File: src/temp_sensor_sample_fifo_top_macros.svh
// assertion macros for the sample fifo modules, used by tsf_ctrl
// depends on nothing; included by files that carry concurrent checks
`ifndef TEMP_SENSOR_SAMPLE_FIFO_TOP_MACROS_SVH
`define TEMP_SENSOR_SAMPLE_FIFO_TOP_MACROS_SVH

// same-cycle implication
`define TSF_ASSERT_IMPL(name, clk_i, rst_i, ante, cons) \
  name: assert property (@(posedge clk_i) disable iff (rst_i) (ante) |-> (cons)) \
    else $error("sample fifo check failed");

// next-cycle implication
`define TSF_ASSERT_NEXT(name, clk_i, rst_i, ante, cons) \
  name: assert property (@(posedge clk_i) disable iff (rst_i) (ante) |=> (cons)) \
    else $error("sample fifo check failed");

`endif

File: src/tsf_pkg.sv
// constants, codes and control structs of the temperature sample fifo
// no dependencies; used by every module of the block but tsf_ram
`timescale 1ns / 1ps
`default_nettype none

package tsf_pkg;

  localparam int DEPTH = 64;
  localparam int IDX_W = $clog2(DEPTH);

  localparam int TEMP_W     = 21;
  localparam int FLAG_W     = 2;
  localparam int TIME_W     = 64;
  localparam int RAND_W     = 32;
  localparam int CNT_W      = 32;
  localparam int PERIOD_W   = 16;
  localparam int MODE_W     = 2;
  localparam int KIND_W     = 2;
  localparam int CODE_W     = 3;
  localparam int CFG_IDX_W  = 3;
  localparam int CFG_DATA_W = 21;

  localparam int ENTRY_W = TEMP_W + FLAG_W + TIME_W;
  localparam int E_NEW   = TEMP_W;
  localparam int E_ALERT = TEMP_W + 1;

  localparam int IN_DATA_W  = (((TIME_W + RAND_W) + 7) / 8) * 8;
  localparam int OUT_BITS   = TEMP_W + FLAG_W + TIME_W + 2 + 2 * CNT_W;
  localparam int OUT_DATA_W = ((OUT_BITS + 7) / 8) * 8;

  localparam int RAMP_START   = 20000;
  localparam int RAMP_STEP    = 500;
  localparam int RAMP_MAX     = 60000;
  localparam int NORMAL_DELTA = 2000;
  localparam int NOISY_DELTA  = 10000;

  localparam int T_MIN = -(2 ** (TEMP_W - 1));
  localparam int T_MAX = (2 ** (TEMP_W - 1)) - 1;

  localparam int MAX_DELTA = (NOISY_DELTA > NORMAL_DELTA) ? NOISY_DELTA : NORMAL_DELTA;
  localparam int MIN_DELTA = (NOISY_DELTA < NORMAL_DELTA) ? NOISY_DELTA : NORMAL_DELTA;
  localparam int DIV_W     = $clog2(2 * MAX_DELTA);
  localparam int RECIP_W   = RAND_W + 1 - $clog2(2 * MIN_DELTA);
  localparam int PROD_W    = RAND_W + RECIP_W;
  localparam int DIV_STEPS = 2;
  localparam int DIV_CNT_W = $clog2(DIV_STEPS);
  localparam int SUM_W     = (((DIV_W + 1) > TEMP_W) ? (DIV_W + 1) : TEMP_W) + 2;

  // floor(2^32 / modulus), the quotient estimate is low by at most one
  localparam logic [RECIP_W-1:0] NORMAL_RECIP =
    RECIP_W'((64'd1 << RAND_W) / (2 * NORMAL_DELTA));
  localparam logic [RECIP_W-1:0] NOISY_RECIP =
    RECIP_W'((64'd1 << RAND_W) / (2 * NOISY_DELTA));

  localparam logic [CFG_IDX_W-1:0] CFG_MODE      = 3'd0;
  localparam logic [CFG_IDX_W-1:0] CFG_THRESHOLD = 3'd1;
  localparam logic [CFG_IDX_W-1:0] CFG_PERIOD    = 3'd2;
  localparam logic [CFG_IDX_W-1:0] CFG_NORM_MEAN = 3'd3;
  localparam logic [CFG_IDX_W-1:0] CFG_NOISY_MEAN = 3'd4;

  typedef enum logic [MODE_W-1:0] {
    MODE_NORMAL = 2'd0,
    MODE_NOISY  = 2'd1,
    MODE_RAMP   = 2'd2
  } mode_t;

  typedef enum logic [KIND_W-1:0] {
    KIND_TICK   = 2'd0,
    KIND_READ   = 2'd1,
    KIND_STATUS = 2'd2,
    KIND_IDLE   = 2'd3
  } kind_t;

  typedef enum logic [CODE_W-1:0] {
    RES_TICK   = 3'd0,
    RES_SAMPLE = 3'd1,
    RES_READ   = 3'd2,
    RES_EMPTY  = 3'd3,
    RES_STATUS = 3'd4
  } code_t;

  typedef struct packed {
    logic latch;
    logic tick_eval;
    logic div_init;
    logic div_step;
    logic calc;
    logic push;
    logic read_empty;
    logic pop;
    logic lookup;
    logic load_out;
  } cmd_t;

  typedef struct packed {
    logic [KIND_W-1:0] kind;
    logic              hit;
    logic              mode_ramp;
    logic              empty;
    logic              full;
    logic              more;
    logic              div_last;
  } status_t;

  function automatic logic [IDX_W-1:0] next_idx(input logic [IDX_W-1:0] i);
    return (i == IDX_W'(DEPTH - 1)) ? '0 : i + 1'b1;
  endfunction

endpackage

`default_nettype wire

File: src/tsf_ctrl.sv
// controller state machine: sequences one item through the datapath
// depends on tsf_pkg and the assertion macro header
`timescale 1ns / 1ps
`default_nettype none

`include "temp_sensor_sample_fifo_top_macros.svh"

module tsf_ctrl (
  input  wire logic             clk,
  input  wire logic             rst,
  input  wire logic             in_valid,
  output logic                  in_ready,
  output logic                  out_valid,
  input  wire logic             out_ready,
  input  wire tsf_pkg::status_t st,
  output tsf_pkg::cmd_t         cmd
);

  typedef enum logic [3:0] {
    S_IDLE,
    S_DECIDE,
    S_DIV,
    S_CALC,
    S_PUSH,
    S_RD_WAIT,
    S_RD_TAKE,
    S_LK_WAIT,
    S_LK_TAKE,
    S_FINISH
  } state_t;

  state_t state;
  state_t state_next;
  logic   out_free;

  assign in_ready = state == S_IDLE;
  assign out_free = !out_valid || out_ready;

  always_comb begin
    cmd        = '0;
    state_next = state;
    unique case (state)
      S_IDLE: begin
        if (in_valid) begin
          cmd.latch  = 1'b1;
          state_next = S_DECIDE;
        end
      end
      S_DECIDE: begin
        case (st.kind)
          tsf_pkg::KIND_TICK: begin
            cmd.tick_eval = 1'b1;
            if (!st.hit) begin
              state_next = S_FINISH;
            end else if (st.mode_ramp) begin
              state_next = S_CALC;
            end else begin
              cmd.div_init = 1'b1;
              state_next   = S_DIV;
            end
          end
          tsf_pkg::KIND_READ: begin
            if (st.empty) begin
              cmd.read_empty = 1'b1;
              state_next     = S_FINISH;
            end else begin
              state_next = S_RD_WAIT;
            end
          end
          default: state_next = S_FINISH;
        endcase
      end
      S_DIV: begin
        cmd.div_step = 1'b1;
        if (st.div_last) begin
          state_next = S_CALC;
        end
      end
      S_CALC: begin
        cmd.calc   = 1'b1;
        state_next = S_PUSH;
      end
      S_PUSH: begin
        cmd.push   = 1'b1;
        state_next = st.full ? S_LK_WAIT : S_FINISH;
      end
      S_RD_WAIT: state_next = S_RD_TAKE;
      S_RD_TAKE: begin
        cmd.pop    = 1'b1;
        state_next = st.more ? S_LK_WAIT : S_FINISH;
      end
      S_LK_WAIT: state_next = S_LK_TAKE;
      S_LK_TAKE: begin
        cmd.lookup = 1'b1;
        state_next = S_FINISH;
      end
      S_FINISH: begin
        if (out_free) begin
          cmd.load_out = 1'b1;
          state_next   = S_IDLE;
        end
      end
      default: state_next = S_IDLE;
    endcase
  end

  always_ff @(posedge clk) begin
    if (rst) begin
      state     <= S_IDLE;
      out_valid <= 1'b0;
    end else begin
      state <= state_next;
      if (cmd.load_out) begin
        out_valid <= 1'b1;
      end else if (out_ready) begin
        out_valid <= 1'b0;
      end
    end
  end

  `TSF_ASSERT_NEXT(a_one_item_at_a_time, clk, rst, in_valid && in_ready, !in_ready)
  `TSF_ASSERT_NEXT(a_load_shows_result, clk, rst, cmd.load_out, out_valid)
  `TSF_ASSERT_IMPL(a_no_overwrite, clk, rst, out_valid && !out_ready, !cmd.load_out)

endmodule

`default_nettype wire

File: config.mk
export PLATFORM = sky130hd
export DESIGN_NAME = tsf_ctrl
export DESIGN_NICKNAME = d
export VERILOG_FILES = /design/src/tsf_pkg.sv /design/src/tsf_ctrl.sv
export VERILOG_INCLUDE_DIRS = /design/src /design/src/src
export SDC_FILE = /design/constraint.sdc
export NUM_CORES = 1
export LEC_CHECK = 0
export ABC_AREA = 1
export BUFFER_PORTS_ARGS = -buffer_cell sky130_fd_sc_hd__clkbuf_2
export CORE_AREA = 2 2 39 41
export DETAILED_ROUTE_END_ITERATION = 10
export DIE_AREA = 0 0 41 43
export GPL_TIMING_DRIVEN = 0
export PLACE_DENSITY = 0.59
export REMOVE_ABC_BUFFERS = 1
export SLEW_MARGIN = 0
export SYNTH_ARGS = -nofsm -noshare
export SYNTH_HDL_FRONTEND = slang
export SYNTH_SLANG_ARGS = --single-unit
File: constraint.sdc
create_clock -name clk -period 1.5 [get_ports clk]
set_input_delay 0.15 -clock clk [delete_from_list [all_inputs] [get_ports clk]]
set_output_delay 0.15 -clock clk [all_outputs]
set_load 0.02 [all_outputs]
==> results of run 1 <==
[state kept, by name, indices dropped and copies added (netlist names)]
signal / flops
state: 4
out_valid: 1
[final timing paths]
path,slack (ps),to,depth (start not counted)
worst min-delay path,130,state[0],2
worst max register to register,320,state[3],7
worst max-delay path,90,cmd[8],4
worst min register to register,620,out_valid,4
[power by group through the flow]
stage	clock network [mW]	registers (mW)	logic [mW]
after floorplan	0	0.171	0.198
after global placement	0	0.175	0.277
after detailed placement	0	0.174	0.279
after CTS	0.160	0.172	0.280
after global routing	0.171	0.181	0.326
final	0.153	0.176	0.287
[cells by family after synthesis]
group	after synthesis	synth area share, %
flip-flops	5	22.9
AND/OR/NAND/NOR	57	57.1
AO/OA/AOI/OAI	5	6.29
buffers and inverters	16	13.7
[per-layer routing]
metal  routed length, µm  vias up
met3                  89        0
met5                   0        -
met1                 470      253
li1                    -      313
met2                 529       23
met4                   0        0
[stage by stage]
stage	total power, mW	hold WS [ps]	cell area, µm²	instances	TNS, ps
floorplan	0.369	219	438	83	0
global placement	0.453	383	573	122	0
detailed placement	0.453	388	573	122	0
CTS	0.612	131	599	126	0
global route	0.678	136	614	126	-14.3
finish	0.616	130	614	126	0
[critical path: stages, from the launching register on]
cell and delay, ps:
dfxtp_1 380, nor2_2 190, nand2_2 120, nor3_1 140, clkbuf_2 190
[cell type report]
type / count / area (µm²)
Tap cell: 16 / 20.0
Fill cell: 169 / 769
Inverter: 16 / 60.1
Timing Repair Buffer: 23 / 118
Clock buffer: 4 / 26.3
Multi-Input combinational cell: 62 / 289
Sequential cell: 5 / 101
[cells in the final DEF (no fill, tap or decap), drive strengths merged]
cell type / instances
o21ai: 2
nor4: 1
dfxtp: 5
buf: 1
inv: 16
nand3b: 2
nand2: 19
nand3: 8
nor2: 25
clkbuf: 26
a21oi: 2
o211ai: 1
nor3: 2
==> impl_metrics.toml, run 1 <==
[outcome]
outcome = "completed"

[global_routing]
met3_usage_pct = 6.28
grt_overflow = 0
first_global_vias = 486
met1_usage_pct = 19.0
antenna_found_initial = 0
grt_start_max_net_pins = 7
grtUsageTotal_pct = 15.0
grt_pass1_wl_um = 1840
grtUsageMet2_pct = 23.4
grt_busiest_layer = "met2"

[cts]
cts_hold_buf = 0
cts_buffer_depth = 2
insertion_delay_ps = 240
root_buffer = "clkbuf_4"
clk_pin_slew_ps = 50
post_cts_buffers = 0
cts_tree = "done"
htreeDepth = 1
cts_buffers = 3
ctsResizeCount = 0
cts.sinks = 5

[timing]
setup_viol_count_final = 0
finClkSkew_ps = 7.81
min_period_ps = 1410
slew_violations = 0
slew_headroom_pct = 79.1
max_freq_ghz = 0.710
worst_slack_ps = 92.3
hold_viol_final = 0
tightest_slew_ps = 313
min_period_over_period_pct = 93.8

[min_path]
min_from = "rst"
min_path_type = "input pin to register"

[synth]
ys.flop_type = "dfxtp_1"
synth-async-reset-ratio_pct = 0
synth_area_leaders = "dfxtp_1 (23%), nor2_1 (21%), nand2_1 (15%), inv_1 (13%), nand3_1 (9.1%)"
synth_area_per_cell_um2 = 5.28
synth_most_common_cell = "nor2_1"
syn_inst = 83
yosysWarnings = 0
yosysTopAreaCell = "dfxtp_1"
synth_edf_count = 0
synth-seq-area-share_pct = 22.9
syn-cell-area_um2 = 438
yosys_register_bits = 5
synthTopCellsByCount = "nor2_1 (24), nand2_1 (17), inv_1 (15)"
ys_types = 14
synth_top_area_share_pct = 22.9

[die]
start_util_pct = 31.6
row_count = 14
core_um2 = 1380
die_area_um2 = 1760
die_x_um = 41
die_h_um = 43
ios = 24

[setup_path]
cp-start-kind = "register"
cp_data_required_time_ps = 1350
regToRegStartpoint = "state[2]"
path_max_fanout = 6
cp-startpoint = "state[2]"
cp-end-kind = "output port"
worstPathArrival_ps = 1260
critPathKind = "register to output port"

[placed_design]
pre_cts_ws_ps = 268
dp_hpwl_um = 954
io_buffer_count = 23
gp_congestion = 0.801

[power_and_ir_drop]
p_seq_share_pct = 28.6
peakVddDrop_uv = 470
combPwrFrac_pct = 46.6
leakage_nw = 0.349
netSwitchingFraction_pct = 43.3
power.density_nw_per_um2 = 1000
p_clk_share_pct = 24.9
p_switching_uw = 267
p_int_uw = 350

[job]
maxCapViolations = 0

[finish]
finalNetCount = 123
drive_above_1_share_pct = 30.9
syn_to_final_growth_pct = 40.3
antenna_cells = 0
post-route-util_pct = 44.4

[drt]
drc = 0
drt_pass1_iterations = 4
finalWirelength_um = 1090
vias = 589
viasPerCell = 4.67
drtIter0Drc = 12
wl_per_cell_um = 8.63
ant_nets = 0
No activity file was read; power rests on OpenSTA's default activity.
==> run 2: changes to the inputs <==
==> constraint.sdc (replaced) <==
create_clock -name clk -period 1.5 [get_ports clk]
set_input_delay 0.15 -clock clk [delete_from_list [all_inputs] [get_ports clk]]
set_output_delay 0.15 -clock clk [all_outputs]
set_load 0.01 [all_outputs]
==> run 2 against run 1 <==
Against the previous run: combinational power fell by 9.4%; flip-flop and latch count is the same; critical endpoint is now cmd[0]; design area decreased by 0.41%; worst hold slack about the same; global-route usage is the same; register-to-register slack is essentially flat; total power down 4.5%; non-clock buffer count unchanged; sequential share of layout area up 0.067 points.
==> impl_metrics.toml, run 2 (synthesis results as in run 1) <==
[outcome]
outcome = "completed"

[drt]
drtIter0Drc = 12
ant_nets = 0
drc = 0
drt_pass1_iterations = 4
vias = 588
finalWirelength_um = 1090
wl_per_cell_um = 8.63
viasPerCell = 4.67

[setup_path]
endpoint = "cmd[0]"
critPathKind = "register to output port"
worstPathArrival_ps = 1220
cp-end-kind = "output port"
r2r_end = "state[3]"
reg2reg_slack_ps = 330
cp_data_required_time_ps = 1350
cp-start-kind = "register"
path_max_fanout = 4
cp-startpoint = "state[3]"
reg2reg_depth = 7
regToRegStartpoint = "state[2]"

[placed_design]
placed_area_um2 = 573
io_buffer_count = 23
place_inst = 122
gp_congestion = 0.801
dp_hpwl_um = 954

[cts]
insertion_delay_ps = 240
cts.sinks = 5
clk_pin_slew_ps = 50
root_buffer = "clkbuf_4"
cts_hold_buf = 0
ctsResizeCount = 0
htreeDepth = 1
cts_buffers = 3
cts_buffer_depth = 2
post_cts_buffers = 0
cts_tree = "done"

[global_routing]
first_global_vias = 486
antenna_found_initial = 0
grt_pass1_wl_um = 1840
grtUsageTotal_pct = 15.0
grt_overflow = 0
grt_start_max_net_pins = 7

[finish]
drive_above_1_share_pct = 30.0
reg.largest.list = "state x4, out_valid x1"
antenna_cells = 0
final_area_um2 = 612
finalNetCount = 123
instances_no_fill = 126
fill_cells = 169
mostFrequentLayoutCells = "nor2_1 (23), clkbuf_2 (23), nand2_1 (17)"
regArea_um2 = 101
regMostFlops = "state"
syn_to_final_growth_pct = 39.7
multi_input_comb_area_um2 = 289
largest_reg_flops = 4

[timing]
fin_setup_tns_ps = 0
setup_viol_count_final = 0
max_freq_ghz = 0.729
rsz0062_at_grt = "no"
slew_violations = 0
tightest_slew_ps = 311
min_period_ps = 1370
min_period_over_period_pct = 91.5
slew_headroom_pct = 79.2
finClkSkew_ps = 8.02
hold_viol_final = 0

[die]
core_um2 = 1380
die_x_um = 41
ios = 24
die_area_um2 = 1760
die_h_um = 43
row_count = 14
start_util_pct = 31.6

[power_and_ir_drop]
total_power_uw = 589
power.density_nw_per_um2 = 962
leakage_nw = 0.349
peakVddDrop_uv = 465

[min_path]
min_from = "rst"
min_path_type = "input pin to register"

[job]
maxCapViolations = 0
run 2: area by class of cell:
cell class | instances | share of cell area (%)
Sequential cell | 5 | 16.6
Multi-Input combinational cell | 62 | 47.2
Clock buffer | 4 | 4.29
Timing Repair Buffer | 23 | 18.8
Inverter | 16 | 9.82
Tap cell | 16 | 3.27
run 2: critical path, cell delays in order, from the launching register on:
cell and delay (ps):
dfxtp_1 370, inv_1 130, nor4_4 310, clkbuf_2 180
run 2: worst min-delay path by stage:
stage | to | slack [ps] | depth (start not counted)
after floorplan | state[0] | 220 | 1
after global placement | state[0] | 380 | 2
after detailed placement | state[0] | 390 | 2
after CTS | state[0] | 130 | 2
after global routing | state[0] | 140 | 2
final | state[0] | 130 | 2
run 2: routing by layer:
layer  global-route usage, %  wire length, µm  vias to the layer above
li1                        -                -                      312
met1                    19.0              475                      255
met2                    23.4              530                       21
met3                    6.28               81                        0
met4                    2.00                0                        0
met5                       0                0                        -
run 2: through the flow:
step           util [%]  hold slack (ps)  setup slack (ps)
2_1_floorplan         -              219               426
5_1_grt            44.2              137              6.49
3_5_place_dp       41.4              388               305
4_1_cts            43.3              131              47.7
6_report           44.2              130               128
3_3_place_gp       41.4              383               295
run 2: where the power goes:
group	total (mW)	leakage [nW]	internal, mW	switching, mW
Clock	0.153	0.0150	0.100	0.0531
Combinational	0.260	0.293	0.0952	0.165
Sequential	0.175	0.0411	0.152	0.0229
==> run 3: changes to the inputs <==
Settings changed: PLACE_DENSITY 0.59 to 0.61.
Clock period 1.5 ns to 1.2 ns, I/O delays scaled along.
==> run 3 against run 2 <==
Against the previous run: worst hold slack lost 30 ps; highest routed layer unchanged; routed wire length is 30% higher; register-to-register slack worse by 310 ps; via count increased by 8.7%; the run now ends with negative setup slack left.
==> impl_metrics.toml, run 3 (synthesis results as in run 1) <==
[die]
die_area_um2 = 1760
row_count = 14
die_x_um = 41
core_um2 = 1380
ios = 24
start_util_pct = 31.6
die_h_um = 43

[setup_path]
cp-startpoint = "state[0]"
cp-end-kind = "output port"
path_max_fanout = 6
critPathKind = "register to output port"
regToRegStartpoint = "state[1]"
worstPathArrival_ps = 1150
cp_data_required_time_ps = 1080
cp-start-kind = "register"

[power_and_ir_drop]
leakage_nw = 0.405
peakVddDrop_uv = 714
netSwitchingFraction_pct = 43.0
p_clk_share_pct = 21.0
p_switching_uw = 407
p_seq_share_pct = 25.7
power.density_nw_per_um2 = 1180
combPwrFrac_pct = 53.4
p_int_uw = 539

[drt]
drc = 0
ant_nets = 0
drt_pass1_iterations = 5
viasPerCell = 4.84
wl_per_cell_um = 10.7
drtIter0Drc = 8
finalWirelength_um = 1420
vias = 639

[finish]
mostFrequentLayoutCell = "clkbuf_2"
antenna_cells = 0
mostFrequentLayoutCells = "clkbuf_2 (16), nor2_1 (15), nand2_1 (13)"
fill_cells = 139
finalNetCount = 129
largest_reg_flops = 4
syn_to_final_growth_pct = 82.6
reg.largest.list = "state x4, out_valid x1"
post-route-util_pct = 57.8
regMostFlops = "state"
drive_above_1_share_pct = 55.2

[cts]
insertion_delay_ps = 240
cts_tree = "done"
cts.sinks = 5
cts_buffers = 3
cts_buffer_depth = 2
clk_pin_slew_ps = 50
htreeDepth = 1
root_buffer = "clkbuf_4"

[timing]
finClkSkew_ps = 3.61
slew_headroom_pct = 85.2
hold_viol_final = 0
max_freq_ghz = 0.785
tightest_slew_ps = 222
min_period_ps = 1270
slew_violations = 0
setup_viol_count_final = 8
min_period_over_period_pct = 106
rsz0062_at_grt = "yes"
whs_ps = 99.4
worst_slack_ps = -74.2

[global_routing]
grt_overflow = 0
first_global_vias = 524
grt_start_max_net_pins = 7
antenna_found_initial = 0
grt_pass1_wl_um = 1920
grtUsageMet2_pct = 29.1
grt_busiest_layer = "met2"
met3_usage_pct = 6.28
met1_usage_pct = 15.7
grtUsageTotal_pct = 15.7

[job]
maxCapViolations = 0

[placed_design]
gp_congestion = 0.880
dp_hpwl_um = 956
io_buffer_count = 23

[min_path]
min_path_type = "input pin to register"
min_from = "rst"

[outcome]
outcome = "finished with violations"
failed_checks = "negative setup slack"
[run 3: path summary, 6_finish.rpt]
| check | to | slack [ps] | depth (start not counted) |
|---|---|---|---|
| max reg2reg | state[2] | 20 | 7 |
| min | state[0] | 100 | 2 |
| min reg2reg | state[0] | 620 | 4 |
| max | cmd[8] | -70 | 5 |
[run 3: critical path, cell delays in order, from the launching register on]
cell and delay (ps):
dfxtp_4 400, inv_4 60, nor2_4 130, nand2_4 80, nor3_2 90, buf_2 140
[run 3: per-stage QoR]
step,setup TNS [ps],power [mW],std cells,setup WS [ps],instance area (µm²)
detailed placement,0,0.532,122,39.5,573
global placement,0,0.532,122,36.2,573
finish,-250,0.946,132,-74.2,800
CTS,-478,0.811,129,-96.5,681
floorplan,0,0.430,83,135,438
global route,-1030,1.02,132,-137,800
[run 3: layout make-up]
type | count | area, µm² | area share (%)
clock buffers | 4 | 26.3 | 3.29
inverters | 16 | 67.6 | 8.45
multi-input cells | 62 | 387 | 48.4
flip-flops and latches | 5 | 115 | 14.4
well taps | 16 | 20.0 | 2.50
repair buffers | 29 | 184 | 23.0
[run 3: metal layers]
metal	wire length (µm)	vias up	part of all wire, %
met1	508	293	36
met3	74	0	5.2
met4	0	0	0
met5	0	-	0
met2	835	21	59
li1	-	325	-
[run 3: what timing repair did]
action	CTS	global route
gates resized for setup	23	33
pin swaps	3	7
gates cloned	0	0
hold buffers	0	0
buffers inserted	3	3
endpoints found under the setup margin	11	15
hold endpoints to repair	0	0
[run 3: power groups by stage]
stage          combinational (mW)  clock (mW)  sequential (mW)
5_1_grt                     0.559       0.215            0.245
3_5_place_dp                0.313           0            0.219
3_3_place_gp                0.314           0            0.218
4_1_cts                     0.368       0.208            0.236
2_1_floorplan               0.217           0            0.213
6_report                    0.505       0.198            0.243
